**config.mk**
```make
export PLATFORM = sky130hd
export DESIGN_NAME = sync_word_packet_deframer_core_flat
export DESIGN_NICKNAME = d
export VERILOG_FILES = /design/src/hdl/swpd_pkg.sv /design/src/hdl/swpd_req_if.sv /design/src/hdl/swpd_rsp_if.sv /design/src/hdl/swpd_frame_fsm.sv /design/src/hdl/swpd_rsp_buf.sv /design/src/hdl/sync_word_packet_deframer_core.sv /design/src/flat_wrapper.sv
export VERILOG_INCLUDE_DIRS = /design/src /design/src/hdl
export SDC_FILE = /design/constraint.sdc
export NUM_CORES = 1
export LEC_CHECK = 0
export BUFFER_PORTS_ARGS = -buffer_cell sky130_fd_sc_hd__buf_2
export CORE_AREA = 2 2 105 107
export DETAILED_ROUTE_END_ITERATION = 8
export DIE_AREA = 0 0 107 109
export GPL_TIMING_DRIVEN = 0
export HOLD_SLACK_MARGIN = 0.02
export PLACE_DENSITY = 0.68
export SKIP_CTS_REPAIR_TIMING = 1
export SLEW_MARGIN = 20
export SYNTH_ARGS = -nofsm -noshare
export SYNTH_HDL_FRONTEND = slang
export SYNTH_SLANG_ARGS = --single-unit
```
**constraint.sdc**
```tcl
create_clock -name clock -period 12.7 [get_ports clock]
set_input_delay 0 -clock clock [delete_from_list [all_inputs] [get_ports clock]]
set_output_delay 0 -clock clock [all_outputs]
set_load 0.01 [all_outputs]
```
**src/hdl/sync_word_packet_deframer_core_assert.svh**
```systemverilog
// Assertion macros shared by the deframer RTL.
`ifndef SYNC_WORD_PACKET_DEFRAMER_CORE_ASSERT_SVH
`define SYNC_WORD_PACKET_DEFRAMER_CORE_ASSERT_SVH

`ifndef SYNTH
// Same-cycle implication, sampled on the rising clock edge.
`define SWPD_ASSERT_NOW(lbl, clk, rst, ante, cons) \
   lbl: assert property (@(posedge clk) disable iff (rst) (ante) |-> (cons)) \
      else $error("deframer assertion failed");
// Next-cycle implication, sampled on the rising clock edge.
`define SWPD_ASSERT_NEXT(lbl, clk, rst, ante, cons) \
   lbl: assert property (@(posedge clk) disable iff (rst) (ante) |=> (cons)) \
      else $error("deframer assertion failed");
`else
`define SWPD_ASSERT_NOW(lbl, clk, rst, ante, cons)
`define SWPD_ASSERT_NEXT(lbl, clk, rst, ante, cons)
`endif

`endif

```
**src/hdl/swpd_pkg.sv**
```systemverilog
// Types and constants of the sync word packet deframer.
`default_nettype none

package swpd_pkg;

   localparam logic [7:0] SYNC_FIRST = 8'hAA;
   localparam logic [7:0] SYNC_SECOND = 8'h55;
   localparam logic [7:0] TYPE_RESET = 8'h01;

   // Byte positions inside the 8-byte frame.
   localparam logic [2:0] POS_SYNC1 = 3'd1;
   localparam logic [2:0] POS_TYPE = 3'd2;
   localparam logic [2:0] POS_ID_LO = 3'd3;
   localparam logic [2:0] POS_ID_HI = 3'd4;
   localparam logic [2:0] POS_LABEL = 3'd5;
   localparam logic [2:0] POS_CONF = 3'd6;
   localparam logic [2:0] POS_LAST = 3'd7;

   typedef struct packed {
      logic        frame_ok;
      logic [15:0] frame_number;
      logic [7:0]  label_code;
      logic [7:0]  confidence_code;
   } swpd_rsp_type;

endpackage

`default_nettype wire

```
**src/hdl/swpd_req_if.sv**
```systemverilog
// Input byte channel: valid/ready handshake with one received byte per beat.
`default_nettype none

interface swpd_req_if;
   logic       valid;
   logic       ready;
   logic [7:0] rx_byte;

   modport source (output valid, output rx_byte, input ready);
   modport sink (input valid, input rx_byte, output ready);
endinterface

`default_nettype wire

```
**src/hdl/swpd_rsp_if.sv**
```systemverilog
// Result channel: valid/ready handshake with one decoded frame per beat.
`default_nettype none

interface swpd_rsp_if;
   logic        valid;
   logic        ready;
   logic        frame_ok;
   logic [15:0] frame_number;
   logic [7:0]  label_code;
   logic [7:0]  confidence_code;

   modport source (output valid, output frame_ok, output frame_number,
                   output label_code, output confidence_code, input ready);
   modport sink (input valid, input frame_ok, input frame_number,
                 input label_code, input confidence_code, output ready);
endinterface

`default_nettype wire

```
**src/hdl/swpd_frame_fsm.sv**
```systemverilog
// Sync hunt state machine and frame field capture.
`default_nettype none
`include "sync_word_packet_deframer_core_assert.svh"

module swpd_frame_fsm
   import swpd_pkg::*;
(
   input  wire logic         clock,
   input  wire logic         reset,
   input  wire logic         step,
   input  wire logic [7:0]   rx_byte,
   input  wire logic [7:0]   expected_type,
   output logic              done,
   output swpd_rsp_type      result
);

   typedef enum logic [1:0] {
      ST_HUNT = 2'd0,
      ST_SYNC = 2'd1,
      ST_BODY = 2'd2
   } state_type;

   state_type   state_ff;
   logic [2:0]  pos_ff;
   logic [7:0]  type_ff;
   logic [7:0]  id_lo_ff;
   logic [7:0]  id_hi_ff;
   logic [7:0]  label_ff;
   logic [7:0]  conf_ff;
   logic        in_body;
   logic        type_match;

   // The unused phase code behaves as body collection.
   assign in_body = (state_ff != ST_HUNT) && (state_ff != ST_SYNC);
   assign done = step && in_body && (pos_ff == POS_LAST);
   assign type_match = (type_ff == expected_type);

   always_comb begin
      result.frame_ok = type_match;
      result.frame_number = type_match ? {id_hi_ff, id_lo_ff} : 16'd0;
      result.label_code = type_match ? label_ff : 8'd0;
      result.confidence_code = type_match ? conf_ff : 8'd0;
   end

   always_ff @(posedge clock) begin
      if (reset) begin
         state_ff <= ST_HUNT;
         pos_ff <= 3'd0;
      end else if (step) begin
         unique case (state_ff)
            ST_HUNT: begin
               if (rx_byte == SYNC_FIRST) begin
                  state_ff <= ST_SYNC;
                  pos_ff <= POS_SYNC1;
               end
            end
            ST_SYNC: begin
               if (rx_byte == SYNC_SECOND) begin
                  state_ff <= ST_BODY;
                  pos_ff <= POS_TYPE;
               end else if (rx_byte != SYNC_FIRST) begin
                  state_ff <= ST_HUNT;
                  pos_ff <= 3'd0;
               end
            end
            default: begin
               if (pos_ff == POS_LAST) begin
                  state_ff <= ST_HUNT;
                  pos_ff <= 3'd0;
               end else begin
                  pos_ff <= pos_ff + 3'd1;
               end
            end
         endcase
      end
   end

   // Field capture; sync bytes inside the body land here as plain data.
   always_ff @(posedge clock) begin
      if (step && in_body) begin
         unique case (pos_ff)
            POS_TYPE:  type_ff <= rx_byte;
            POS_ID_LO: id_lo_ff <= rx_byte;
            POS_ID_HI: id_hi_ff <= rx_byte;
            POS_LABEL: label_ff <= rx_byte;
            POS_CONF:  conf_ff <= rx_byte;
            default: begin
            end
         endcase
      end
   end

   `SWPD_ASSERT_NEXT(a_done_rehunt, clock, reset, done, state_ff == ST_HUNT && pos_ff == 3'd0)
   `SWPD_ASSERT_NOW(a_sync_pos, clock, reset, state_ff == ST_SYNC, pos_ff == POS_SYNC1)
   `SWPD_ASSERT_NOW(a_hunt_pos, clock, reset, state_ff == ST_HUNT, pos_ff == 3'd0)

endmodule

`default_nettype wire

```
**src/hdl/swpd_rsp_buf.sv**
```systemverilog
// Two-entry result buffer: output register plus skid register.
`default_nettype none
`include "sync_word_packet_deframer_core_assert.svh"

module swpd_rsp_buf
   import swpd_pkg::*;
(
   input  wire logic          clock,
   input  wire logic          reset,
   input  wire logic          up_valid,
   output logic               up_ready,
   input  wire swpd_rsp_type  up_data,
   output logic               dn_valid,
   input  wire logic          dn_ready,
   output swpd_rsp_type       dn_data
);

   logic          main_vld_ff;
   logic          skid_vld_ff;
   swpd_rsp_type  main_ff;
   swpd_rsp_type  skid_ff;
   logic          pop;

   assign up_ready = !skid_vld_ff;
   assign dn_valid = main_vld_ff;
   assign dn_data = main_ff;
   assign pop = main_vld_ff && dn_ready;

   always_ff @(posedge clock) begin
      if (reset) begin
         main_vld_ff <= 1'b0;
         skid_vld_ff <= 1'b0;
      end else if (skid_vld_ff) begin
         if (pop) begin
            main_ff <= skid_ff;
            skid_vld_ff <= 1'b0;
         end
      end else if (up_valid) begin
         if (!main_vld_ff || pop) begin
            main_ff <= up_data;
            main_vld_ff <= 1'b1;
         end else begin
            skid_ff <= up_data;
            skid_vld_ff <= 1'b1;
         end
      end else if (pop) begin
         main_vld_ff <= 1'b0;
      end
   end

   `SWPD_ASSERT_NOW(a_skid_implies_main, clock, reset, skid_vld_ff, main_vld_ff)
   `SWPD_ASSERT_NOW(a_no_push_when_full, clock, reset, up_valid, up_ready)
   `SWPD_ASSERT_NEXT(a_skid_drains, clock, reset, skid_vld_ff && dn_ready, main_vld_ff && !skid_vld_ff)

endmodule

`default_nettype wire

```
**src/hdl/sync_word_packet_deframer_core.sv**
```systemverilog
// Top level of the sync word packet deframer.
// Takes one received byte per beat, hunts for the sync pair 0xAA 0x55 and
// emits one result beat per complete 8-byte frame (sync, sync, type, id low,
// id high, label, confidence, flags). The result is frame_ok plus the
// little-endian frame number, label and raw confidence; the fields read zero
// when the type byte differs from the csr-written expected type (reset 0x01).
// Throughput is one byte per cycle while the result buffer is not full: a byte
// goes from the input register through the single-pass parser, and a frame's
// result is registered in the result buffer once the parser has taken its last
// byte. The two-entry result buffer keeps input flowing while a result waits;
// input stalls only when both entries are full.
`default_nettype none

module sync_word_packet_deframer_core
   import swpd_pkg::*;
(
   input  wire logic        clock,
   input  wire logic        reset,
   swpd_req_if.sink         req_chan,
   swpd_rsp_if.source       rsp_chan,
   input  wire logic        csr_wr_en,
   input  wire logic [7:0]  csr_wr_data
);

   logic          in_vld_ff;
   logic [7:0]    in_byte_ff;
   logic [7:0]    expected_type_ff;
   logic          buf_ready;
   logic          step;
   logic          frame_done;
   swpd_rsp_type  frame_result;
   swpd_rsp_type  rsp_data;

   assign step = in_vld_ff && buf_ready;
   assign req_chan.ready = !in_vld_ff || buf_ready;

   always_ff @(posedge clock) begin
      if (reset) begin
         in_vld_ff <= 1'b0;
         expected_type_ff <= TYPE_RESET;
      end else begin
         if (req_chan.ready) begin
            in_vld_ff <= req_chan.valid;
         end
         if (csr_wr_en) begin
            expected_type_ff <= csr_wr_data;
         end
      end
   end

   always_ff @(posedge clock) begin
      if (req_chan.valid && req_chan.ready) begin
         in_byte_ff <= req_chan.rx_byte;
      end
   end

   swpd_frame_fsm u_fsm (
      .clock         (clock),
      .reset         (reset),
      .step          (step),
      .rx_byte       (in_byte_ff),
      .expected_type (expected_type_ff),
      .done          (frame_done),
      .result        (frame_result)
   );

   swpd_rsp_buf u_rsp_buf (
      .clock    (clock),
      .reset    (reset),
      .up_valid (frame_done),
      .up_ready (buf_ready),
      .up_data  (frame_result),
      .dn_valid (rsp_chan.valid),
      .dn_ready (rsp_chan.ready),
      .dn_data  (rsp_data)
   );

   assign rsp_chan.frame_ok = rsp_data.frame_ok;
   assign rsp_chan.frame_number = rsp_data.frame_number;
   assign rsp_chan.label_code = rsp_data.label_code;
   assign rsp_chan.confidence_code = rsp_data.confidence_code;

endmodule

`default_nettype wire
```
**src/flat_wrapper.sv**
```systemverilog
// flat-port wrapper written by rule: the top's interface ports become plain ports
module sync_word_packet_deframer_core_flat import swpd_pkg::*;
  (clock, reset, csr_wr_en, csr_wr_data, req_chan_valid, req_chan_rx_byte, req_chan_ready, rsp_chan_valid, rsp_chan_frame_ok, rsp_chan_frame_number, rsp_chan_label_code, rsp_chan_confidence_code, rsp_chan_ready);
  swpd_req_if req_chan_i ();
  swpd_rsp_if rsp_chan_i ();
  input  wire logic clock;
  input  wire logic reset;
  input  wire logic csr_wr_en;
  input  wire logic [7:0] csr_wr_data;
  input wire logic [$bits(req_chan_i.valid)-1:0] req_chan_valid;
  input wire logic [$bits(req_chan_i.rx_byte)-1:0] req_chan_rx_byte;
  output wire logic [$bits(req_chan_i.ready)-1:0] req_chan_ready;
  output wire logic [$bits(rsp_chan_i.valid)-1:0] rsp_chan_valid;
  output wire logic [$bits(rsp_chan_i.frame_ok)-1:0] rsp_chan_frame_ok;
  output wire logic [$bits(rsp_chan_i.frame_number)-1:0] rsp_chan_frame_number;
  output wire logic [$bits(rsp_chan_i.label_code)-1:0] rsp_chan_label_code;
  output wire logic [$bits(rsp_chan_i.confidence_code)-1:0] rsp_chan_confidence_code;
  input wire logic [$bits(rsp_chan_i.ready)-1:0] rsp_chan_ready;
  assign req_chan_i.valid = req_chan_valid;
  assign req_chan_i.rx_byte = req_chan_rx_byte;
  assign req_chan_ready = req_chan_i.ready;
  assign rsp_chan_valid = rsp_chan_i.valid;
  assign rsp_chan_frame_ok = rsp_chan_i.frame_ok;
  assign rsp_chan_frame_number = rsp_chan_i.frame_number;
  assign rsp_chan_label_code = rsp_chan_i.label_code;
  assign rsp_chan_confidence_code = rsp_chan_i.confidence_code;
  assign rsp_chan_i.ready = rsp_chan_ready;
  sync_word_packet_deframer_core u_core (.clock(clock), .reset(reset), .req_chan(req_chan_i), .rsp_chan(rsp_chan_i), .csr_wr_en(csr_wr_en), .csr_wr_data(csr_wr_data));
endmodule
```
==> results of run 1 <==
state kept, by name, indices dropped and copies added, names as in the netlist:
name,cells
u_core.u_fsm.state_ff,2
u_core.u_fsm.type_ff,8
u_core.expected_type_ff,8
u_core.u_fsm.id_lo_ff,8
u_core.u_fsm.label_ff,8
u_core.u_fsm.conf_ff,8
u_core.u_rsp_buf.skid_vld_ff,1
u_core.u_fsm.pos_ff,3
u_core.in_byte_ff,8
u_core.in_vld_ff,1
u_core.u_rsp_buf.skid_ff,33
u_core.u_fsm.id_hi_ff,8
u_core.u_rsp_buf.dn_valid,1
u_core.u_rsp_buf.dn_data,33
power by group:
group          total [W]  switching (W)  internal (W)
clock network   0.000479       0.000166      0.000313
registers       0.000469     0.00000502      0.000464
logic          0.0000193     0.00000876     0.0000105
total           0.000968       0.000179      0.000788
synthesized netlist by cell type, drive strengths merged, types with 3 or more instances:
cell type | count | area (um2)
and3 | 37 | 335
nor2b | 3 | 18.8
and2 | 4 | 25.0
nand2 | 5 | 18.8
edfxtp | 114 | 3420
clkbuf | 6 | 22.5
ha | 6 | 75.1
xor2 | 8 | 70.1
mux2i | 9 | 90.1
nor2 | 10 | 37.5
a21oi | 9 | 45.0
mux2 | 33 | 372
inv | 5 | 18.8
buf | 8 | 60.1
dfxtp | 16 | 320
metal layers:
metal  share of wire [%]  wire length, um
met5                   0                0
met4                0.10                9
met3                 4.9              422
met2                  51             4400
met1                  44             3770
per-stage QoR:
step                util, %  worst slack (ns)
finish                 60.8              9.87
global route           60.8              9.61
detailed placement     53.5              9.89
global placement       52.8              5.92
floorplan                 -              7.75
CTS                    59.0              9.87
final timing paths:
kind / from / end
setup reg to reg: u_core.in_vld_ff / u_core.u_rsp_buf.skid_ff[22]
hold / removal: csr_wr_en / u_core.expected_type_ff[4]
setup / recovery: u_core.in_vld_ff / u_core.u_rsp_buf.skid_ff[22]
hold reg to reg: u_core.u_fsm.state_ff[0] / u_core.u_fsm.state_ff[0]
cell type report:
| type | count | area (um2) | share of cell area, % |
|---|---|---|---|
| well taps | 140 | 175 | 2.72 |
| clock inverters | 14 | 169 | 2.62 |
| repair buffers | 79 | 503 | 7.80 |
| flip-flops and latches | 130 | 3740 | 58.1 |
| plain buffers | 14 | 82.6 | 1.28 |
| multi-input cells | 150 | 1340 | 20.7 |
| clock buffers | 18 | 418 | 6.48 |
| inverters | 5 | 18.8 | 0.291 |
cell families after synthesis:
family / count (synthesis)
AOI/OAI and AO/OA: 19
muxes: 42
and+or+nand+nor: 75
DFF: 130
xor gates and xnor gates: 8
adders and majority gates: 6
buffers and inverters: 19
worst min-delay path, stage by stage:
cell      delay (ns)
clkbuf_1        0.26
mux2i_1         0.19
nor2_1          0.07
==> results.toml, run 1 <==
[timing]
finalClockSkew_ns = 0.00905
worstMarginPinSlew_ns = 0.596
whs_ns = 0.0426
slew_headroom_pct = 60.3
tns_ns = 0
rsz0062_at_grt = "no"
fin_crit_ns = 2.83
clock.fmax_mhz = 353
fin_crit_sh_pct = 22.3
slew_violations = 0
setup-violations-final = 0
hold_viol = 0

[drt]
drtPass1Iterations = 4
antenna_left = 0
drc = 0
vias = 2692
wl_um = 8610
routed_via_density = 4.89
dr.first_iter.drc_count = 112
wire_per_inst_um = 15.6

[yosys]
ys_ff_latch = 130
postSynthAreaPerCell_um2 = 17.3
synth_top_family_by_area = "simple AND/OR/NAND/NOR gates"
synth_cells = 299
synth_edf_count = 114
yosys_warnings = 0
synth_compound_area_share_pct = 2.26
yosys.cell_types.count = 39
synth-simple-area-share_pct = 11.4
synthArstFlopShare_pct = 0
yosys-mux-area-fraction_pct = 8.95
syn-num-nets = 326
synth_fa_ha_area_share_pct = 1.46
syn_area_um2 = 5160
synth-xor-area-share_pct = 1.36
synth_top_flop_cell = "edfxtp_1"
ys_seq_area_share_pct = 72.6

[global_routing]
grtUsageMet1_pct = 19.6
grt-ovfl-total = 0
grtUsageMet2_pct = 24.7
grt-busiest-layer = "met2"
grt.total_usage_pct = 15.8
grt_pass1_wl_um = 13300
grt_max_degree = 18
grt_pass1_vias = 2660
grt_antenna_before_repair = 0
met3_usage_pct = 6.16

[worst_setup_path]
cp.arrival_ns = 3.05
crit_top_cell = "buf_2"
ff2ff_setup_slack_ns = 9.87
critPathKind = "reg2reg"
crit_family = "simple AND/OR/NAND/NOR gates"
crit_cells = 8
worst_path_largest_cell_delay_ns = 0.38
critical_path_required_ns = 12.92
crit_path_end_kind = "flip-flop"
start_kind = "flip-flop"
worst-path-buf-inv = 4
critical_path.max_fanout = 8
worstPathCellList = "nor2b_1, and2_1, nand2_1, nor4b_2, buf_2, buf_2, buf_2, buf_2"
worst_r2r_path_depth = 8
critPathSlowestCell = "nor2b_1"

[min_path]
min_path_type = "in2reg"
holdPathStages = 3

[pwr]
finalPower_w = 0.000968
powerDensity_nw_per_um2 = 150
leakagePower_nw = 2.52
peakVddDrop_uv = 84.5

[die]
coreArea_um2 = 10600
placementRows = 38
fp.dieH_um = 109
dieArea_um2 = 11700
pin_count = 56
initial_core_util_pct = 48.7
die_w_um = 107

[clocking]
tritoncts = "done"
root_buffer = "clkbuf_8"
clock-sinks = 130
htreeDepth = 4
cts_buffers = 17
path_clk_slew_ns = 0.06
clock_path_buffers = 2
clk_latency_ns = 0.52

[finish]
final_cells = 550
final_area_um2 = 6450
fillCellCount = 787
drive_gt1_share_pct = 37.8
final_common_cell = "edfxtp_1"
syn2layout_area_growth_pct = 25.0
fin_nets = 424
final_cell_mix = "edfxtp_1, buf_2, mux2_2"
num_antenna_cells = 0

[placed_design]
dpl.cell_count = 499
gp_congestion = 0.909
placed_cell_area_um2 = 5670
hpwl_um = 5570
port_buffers = 53

[outcome]
status = "completed"

[flow_run]
maxCapViolCount = 0
Power figures use the tool's default switching activity.
==> run 2, diff against run 1 <==
--- a/config.mk
+++ b/config.mk
@@ -12,7 +12,7 @@
 export DIE_AREA = 0 0 107 109
 export GPL_TIMING_DRIVEN = 0
 export HOLD_SLACK_MARGIN = 0.02
-export PLACE_DENSITY = 0.68
+export PLACE_DENSITY = 0.7
 export SKIP_CTS_REPAIR_TIMING = 1
 export SLEW_MARGIN = 20
 export SYNTH_ARGS = -nofsm -noshare
==> constraint.sdc (replaced) <==
create_clock -name clock -period 2.6 [get_ports clock]
set_input_delay 0 -clock clock [delete_from_list [all_inputs] [get_ports clock]]
set_output_delay 0 -clock clock [all_outputs]
set_load 0.01 [all_outputs]
==> results.toml, run 2 (same netlist as run 1, synthesis figures left out) <==
[drt]
vias = 2733
wl_um = 8790
routed_via_density = 5.01
antenna_left = 0
drc = 0
dr.first_iter.drc_count = 128
drtPass1Iterations = 4
wire_per_inst_um = 16.1

[die]
coreArea_um2 = 10600
fp.dieH_um = 109
die_w_um = 107
placementRows = 38
dieArea_um2 = 11700
pin_count = 56
initial_core_util_pct = 48.7

[clocking]
tritoncts = "done"
clock-sinks = 130
clock_path_buffers = 2
root_buffer = "clkbuf_8"
path_clk_slew_ns = 0.06
clk_latency_ns = 0.52
htreeDepth = 4
cts_buffers = 17

[timing]
hold_viol = 3
setup-violations-final = 0
worstMarginPinSlew_ns = 0.628
clock.fmax_mhz = 412
slew_violations = 0
rsz0062_at_grt = "no"
slew_headroom_pct = 58.2
finalClockSkew_ns = 0.00741
fin_crit_sh_pct = 93.3
whs_ns = -0.0396
fin_crit_ns = 2.43

[pwr]
peakVddDrop_uv = 368
net-switching-power_w = 0.000854
seqPwrFrac_pct = 50.6
swShare_pct = 18.8
power_frac_clock_pct = 47.4
powerDensity_nw_per_um2 = 706
leakagePower_nw = 2.36
intPower_w = 0.00368
pwr-share-comb_pct = 2.1

[finish]
fin_nets = 420
final_cell_mix = "edfxtp_1, buf_2, mux2_2"
num_antenna_cells = 0
drive_gt1_share_pct = 37.9
final_cells = 546
fillCellCount = 772
final_area_um2 = 6420
syn2layout_area_growth_pct = 24.4
final_common_cell = "edfxtp_1"

[worst_setup_path]
worst-path-buf-inv = 3
cp.arrival_ns = 2.65
worst_path_largest_cell_delay_ns = 0.46
critPathSlowestCell = "nor4b_4"
crit_family = "simple AND/OR/NAND/NOR gates"
critPathKind = "reg2reg"
worstPathCellList = "nor2b_2, and2_1, nand2_1, nor4b_4, buf_6, buf_8, buf_6"
crit_top_cell = "buf_6"
start_kind = "flip-flop"
crit_path_end_kind = "flip-flop"
critical_path_required_ns = 2.82
critical_path.max_fanout = 12

[outcome]
violations = "hold timing"
status = "finished with violations"

[global_routing]
grt_antenna_before_repair = 0
grt-ovfl-total = 0
grt_max_degree = 18
grt_pass1_vias = 2706
grt_pass1_wl_um = 13600
grt.total_usage_pct = 16.0

[placed_design]
hpwl_um = 5640
port_buffers = 53
gp_congestion = 0.884
placed_cell_area_um2 = 5700
dpl.cell_count = 497

[min_path]
min_path_type = "in2reg"

[flow_run]
maxCapViolCount = 0
## run 2: changes by cell type in the layout (fill, tap and decap cells not counted), sizes merged
cell / delta
buf: -3
clkbuf: +8
dlygate4sd3: -1
clkinvlp: -1
bufinv: -3
clkinv: -4
## run 2: worst paths after layout
check / start / to / slack, ns / cells past startpoint
worst max-delay path: u_core.in_vld_ff / u_core.u_rsp_buf.skid_ff[24] / 0.17 / 7
worst max register to register: u_core.in_vld_ff / u_core.u_rsp_buf.skid_ff[24] / 0.17 / 7
worst min register to register: u_core.expected_type_ff[1] / u_core.expected_type_ff[1] / 0.52 / 2
worst min-delay path: reset / u_core.u_rsp_buf.dn_valid / -0.04 / 2
## run 2: per-layer routing
| layer | up-vias | global-route usage (%) | wire length (um) |
|---|---|---|---|
| met5 | - | 0 | 0 |
| met4 | 0 | 9.09 | 188 |
| met3 | 17 | 5.08 | 392 |
| met2 | 80 | 25.8 | 4400 |
| met1 | 1305 | 19.1 | 3810 |
| li1 | 1331 | - | - |
## run 2: power by group through the flow
stage	logic (W)	registers, W	clock network (W)
after detailed placement	0.0000726	0.00234	0
after global routing	0.000103	0.00229	0.00227
after CTS	0.0000730	0.00229	0.00218
after global placement	0.0000708	0.00234	0
final	0.0000932	0.00229	0.00215
after floorplan	0.0000490	0.00232	0
## run 2: worst register-to-register path, cell delays in order, from the launching register on
cell and delay [ns]:
dfxtp_1 0.37, nor2b_2 0.29, and2_1 0.28, nand2_1 0.19, nor4b_4 0.46, buf_6 0.23, buf_8 0.16, buf_6 0.16
## run 2: area by class of cell
| type | instances | area, um2 | share of cell area [%] |
|---|---|---|---|
| clock buffer | 26 | 488 | 7.60 |
| buffer | 13 | 78.8 | 1.23 |
| tap | 140 | 175 | 2.73 |
| sequential | 130 | 3740 | 58.3 |
| timing repair buffer | 76 | 509 | 7.93 |
| inverter | 5 | 18.8 | 0.292 |
| multi-input combinational | 150 | 1350 | 21.0 |
| clock inverter | 6 | 56.3 | 0.877 |
## run 2: stage by stage
step / setup TNS [ns] / power [W] / worst slack (ns) / hold slack [ns] / utilization, %
final: 0 / 0.00453 / 0.174 / -0.0396 / 60.5
after global routing: 0 / 0.00467 / 0.00283 / 0.0249 / 60.5
after CTS: 0 / 0.00455 / 0.0669 / -0.363 / 58.9
after detailed placement: 0 / 0.00241 / 0.0928 / 0.178 / 53.7
after global placement: -35.04 / 0.00241 / -0.622 / 0.178 / 53.1
after floorplan: -0.152 / 0.00237 / -0.00460 / 0.0989 / -
==> run 3, diff against run 2 <==
--- a/config.mk
+++ b/config.mk
@@ -6,10 +6,12 @@
 export SDC_FILE = /design/constraint.sdc
 export NUM_CORES = 1
 export LEC_CHECK = 0
+export ABC_AREA = 1
 export BUFFER_PORTS_ARGS = -buffer_cell sky130_fd_sc_hd__buf_2
-export CORE_AREA = 2 2 105 107
+export CAP_MARGIN = 25
+export CORE_AREA = 2 2 95 119
 export DETAILED_ROUTE_END_ITERATION = 8
-export DIE_AREA = 0 0 107 109
+export DIE_AREA = 0 0 97 121
 export GPL_TIMING_DRIVEN = 0
 export HOLD_SLACK_MARGIN = 0.02
 export PLACE_DENSITY = 0.7
==> results.toml, run 3 <==
[outcome]
violations = "hold timing"
status = "finished with violations"

[finish]
syn2layout_area_growth_pct = 25.0
fin_nets = 567
final_cell_mix = "edfxtp_1, nand2_1, buf_2"
num_antenna_cells = 0
final_cells = 685
final_common_cell = "edfxtp_1"
drive_gt1_share_pct = 20.6

[global_routing]
grtUsageMet2_pct = 31.0
grt-ovfl-total = 0
grt.total_usage_pct = 18.4
grt-busiest-layer = "met2"
grt_pass1_vias = 3234
met3_usage_pct = 5.13
grtUsageMet1_pct = 21.7
grt_pass1_wl_um = 16100
grt_antenna_before_repair = 0
grt_max_degree = 21

[yosys]
ys_seq_area_share_pct = 72.1
synth-xor-area-share_pct = 1.35
synthArstFlopShare_pct = 0
yosys.cell_types.count = 23
synth_area_leaders = "edfxtp_1, nand2_1, dfxtp_1, nor2_1, inv_1"
synthTopCellsByCount = "edfxtp_1, nand2_1, nor2_1, inv_1, nand3_1"
yosysMostFrequentCell = "edfxtp_1"
yosys-mux-area-fraction_pct = 0
synth_fa_ha_area_share_pct = 1.45
synth_cells = 440
synth_top_family_by_area = "simple AND/OR/NAND/NOR gates"
yosysTopAreaCellShare_pct = 66.0
yosys_warnings = 0
postSynthAreaPerCell_um2 = 11.8
ys_ff_latch = 130
yosysTopAreaCell = "edfxtp_1"
synth_edf_count = 114
synth_compound_area_share_pct = 1.83
syn-num-nets = 467
syn_area_um2 = 5190
synth_top_flop_cell = "edfxtp_1"
synth-simple-area-share_pct = 17.2

[drt]
wire_per_inst_um = 15.0
vias = 3328
wl_um = 10200
antenna_left = 0
routed_via_density = 4.86
drtPass1Iterations = 5
drc = 0
dr.first_iter.drc_count = 210

[timing]
finalClockSkew_ns = 0.00802
fin_crit_ns = 2.30
slew_headroom_pct = 46.7
whs_ns = -0.0318
clock.fmax_mhz = 434
hold_viol = 5
fin_crit_sh_pct = 88.6
slew_violations = 0
worstMarginPinSlew_ns = 0.800
setup-violations-final = 0
rsz0062_at_grt = "no"

[die]
die_w_um = 97
fp.dieH_um = 121
placementRows = 42
initial_core_util_pct = 49.1
dieArea_um2 = 11700
pin_count = 56
coreArea_um2 = 10600

[placed_design]
gp_congestion = 0.838
hpwl_um = 6580
dpl.cell_count = 630
port_buffers = 55

[clocking]
clock-sinks = 130
path_clk_slew_ns = 0.05
clock_path_buffers = 2
htreeDepth = 4
clk_latency_ns = 0.42
root_buffer = "clkbuf_16"
cts_buffers = 17
tritoncts = "done"

[pwr]
powerDensity_nw_per_um2 = 704
leakagePower_nw = 2.76
peakVddDrop_uv = 475

[worst_setup_path]
critical_path.max_fanout = 20
crit_path_end_kind = "flip-flop"
start_kind = "flip-flop"
cp.arrival_ns = 2.42
critPathKind = "reg2reg"
critical_path_required_ns = 2.72

[min_path]
min_path_type = "in2reg"

[flow_run]
maxCapViolCount = 0
run 3: cell types whose count changed in the layout (fill, tap and decap cells not counted), moves of 14 or more:
cell | before | now
nor2_2 | 0 | 15
and3_1 | 14 | 0
and3_4 | 20 | 0
inv_1 | 5 | 53
nand3_1 | 0 | 36
nand2_1 | 5 | 94
mux2_2 | 32 | 0
nor2_1 | 10 | 52
run 3: layout make-up:
| class | count | area [um2] |
|---|---|---|
| plain buffers | 14 | 100 |
| clock buffers | 26 | 489 |
| clock inverters | 6 | 57.6 |
| fillers | 814 | 4080 |
| inverters | 56 | 213 |
| multi-input cells | 240 | 1150 |
| flip-flops and latches | 130 | 3740 |
| well taps | 132 | 165 |
| repair buffers | 81 | 566 |
run 3: per-stage QoR:
step / cell area (um2) / setup TNS (ns) / utilization [%] / total power [W] / setup WS, ns
after floorplan: 5190 / 0 / - / 0.00236 / 0.299
after global placement: 5640 / -9.56 / 53.4 / 0.00240 / -0.178
after detailed placement: 5710 / 0 / 54.0 / 0.00240 / 0.329
after CTS: 6250 / 0 / 59.2 / 0.00457 / 0.313
after global routing: 6490 / 0 / 61.4 / 0.00470 / 0.138
final: 6490 / 0 / 61.4 / 0.00457 / 0.296
run 3: per-layer routing:
| layer | wire [um] | share of wire [%] |
|---|---|---|
| met3 | 450 | 4.4 |
| met1 | 4080 | 40 |
| met2 | 5540 | 54 |
| met5 | 0 | 0 |
| met4 | 182 | 1.8 |
run 3: worst paths after layout:
| kind | startpoint | to | slack (ns) | depth (start not counted) |
|---|---|---|---|---|
| worst min register to register | u_core.u_fsm.state_ff[0] | u_core.u_fsm.state_ff[0] | 0.49 | 2 |
| worst min-delay path | csr_wr_en | u_core.expected_type_ff[2] | -0.03 | 3 |
| worst max register to register | u_core.in_vld_ff | u_core.u_rsp_buf.dn_data[4] | 0.30 | 9 |
| worst max-delay path | u_core.in_vld_ff | u_core.u_rsp_buf.dn_data[4] | 0.30 | 9 |
run 3: critical path, cell delays in order (launching register included):
cell and delay [ns]:
dfxtp_1 0.34, inv_1 0.05, nor2_1 0.22, nand2_1 0.22, nor2_1 0.19, inv_1 0.08
nor2_1 0.09, o21ai_0 0.13, nor2_4 0.45, buf_16 0.22
run 3: cell families (layout without fill, tap and decap cells):
family / count (synthesis) / after routing
AOI/OAI and AO/OA: 19 / 19
DFF: 130 / 130
xor gates and xnor gates: 8 / 8
and+or+nand+nor: 207 / 207
adders and majority gates: 6 / 6
buffers and inverters: 70 / 183
run 3: where the power goes:
group / switching (W) / total (W) / internal [W]
sequential: 0.0000249 / 0.00230 / 0.00227
combinational: 0.0000398 / 0.0000886 / 0.0000488
clock: 0.000803 / 0.00218 / 0.00138
total: 0.000868 / 0.00457 / 0.00370
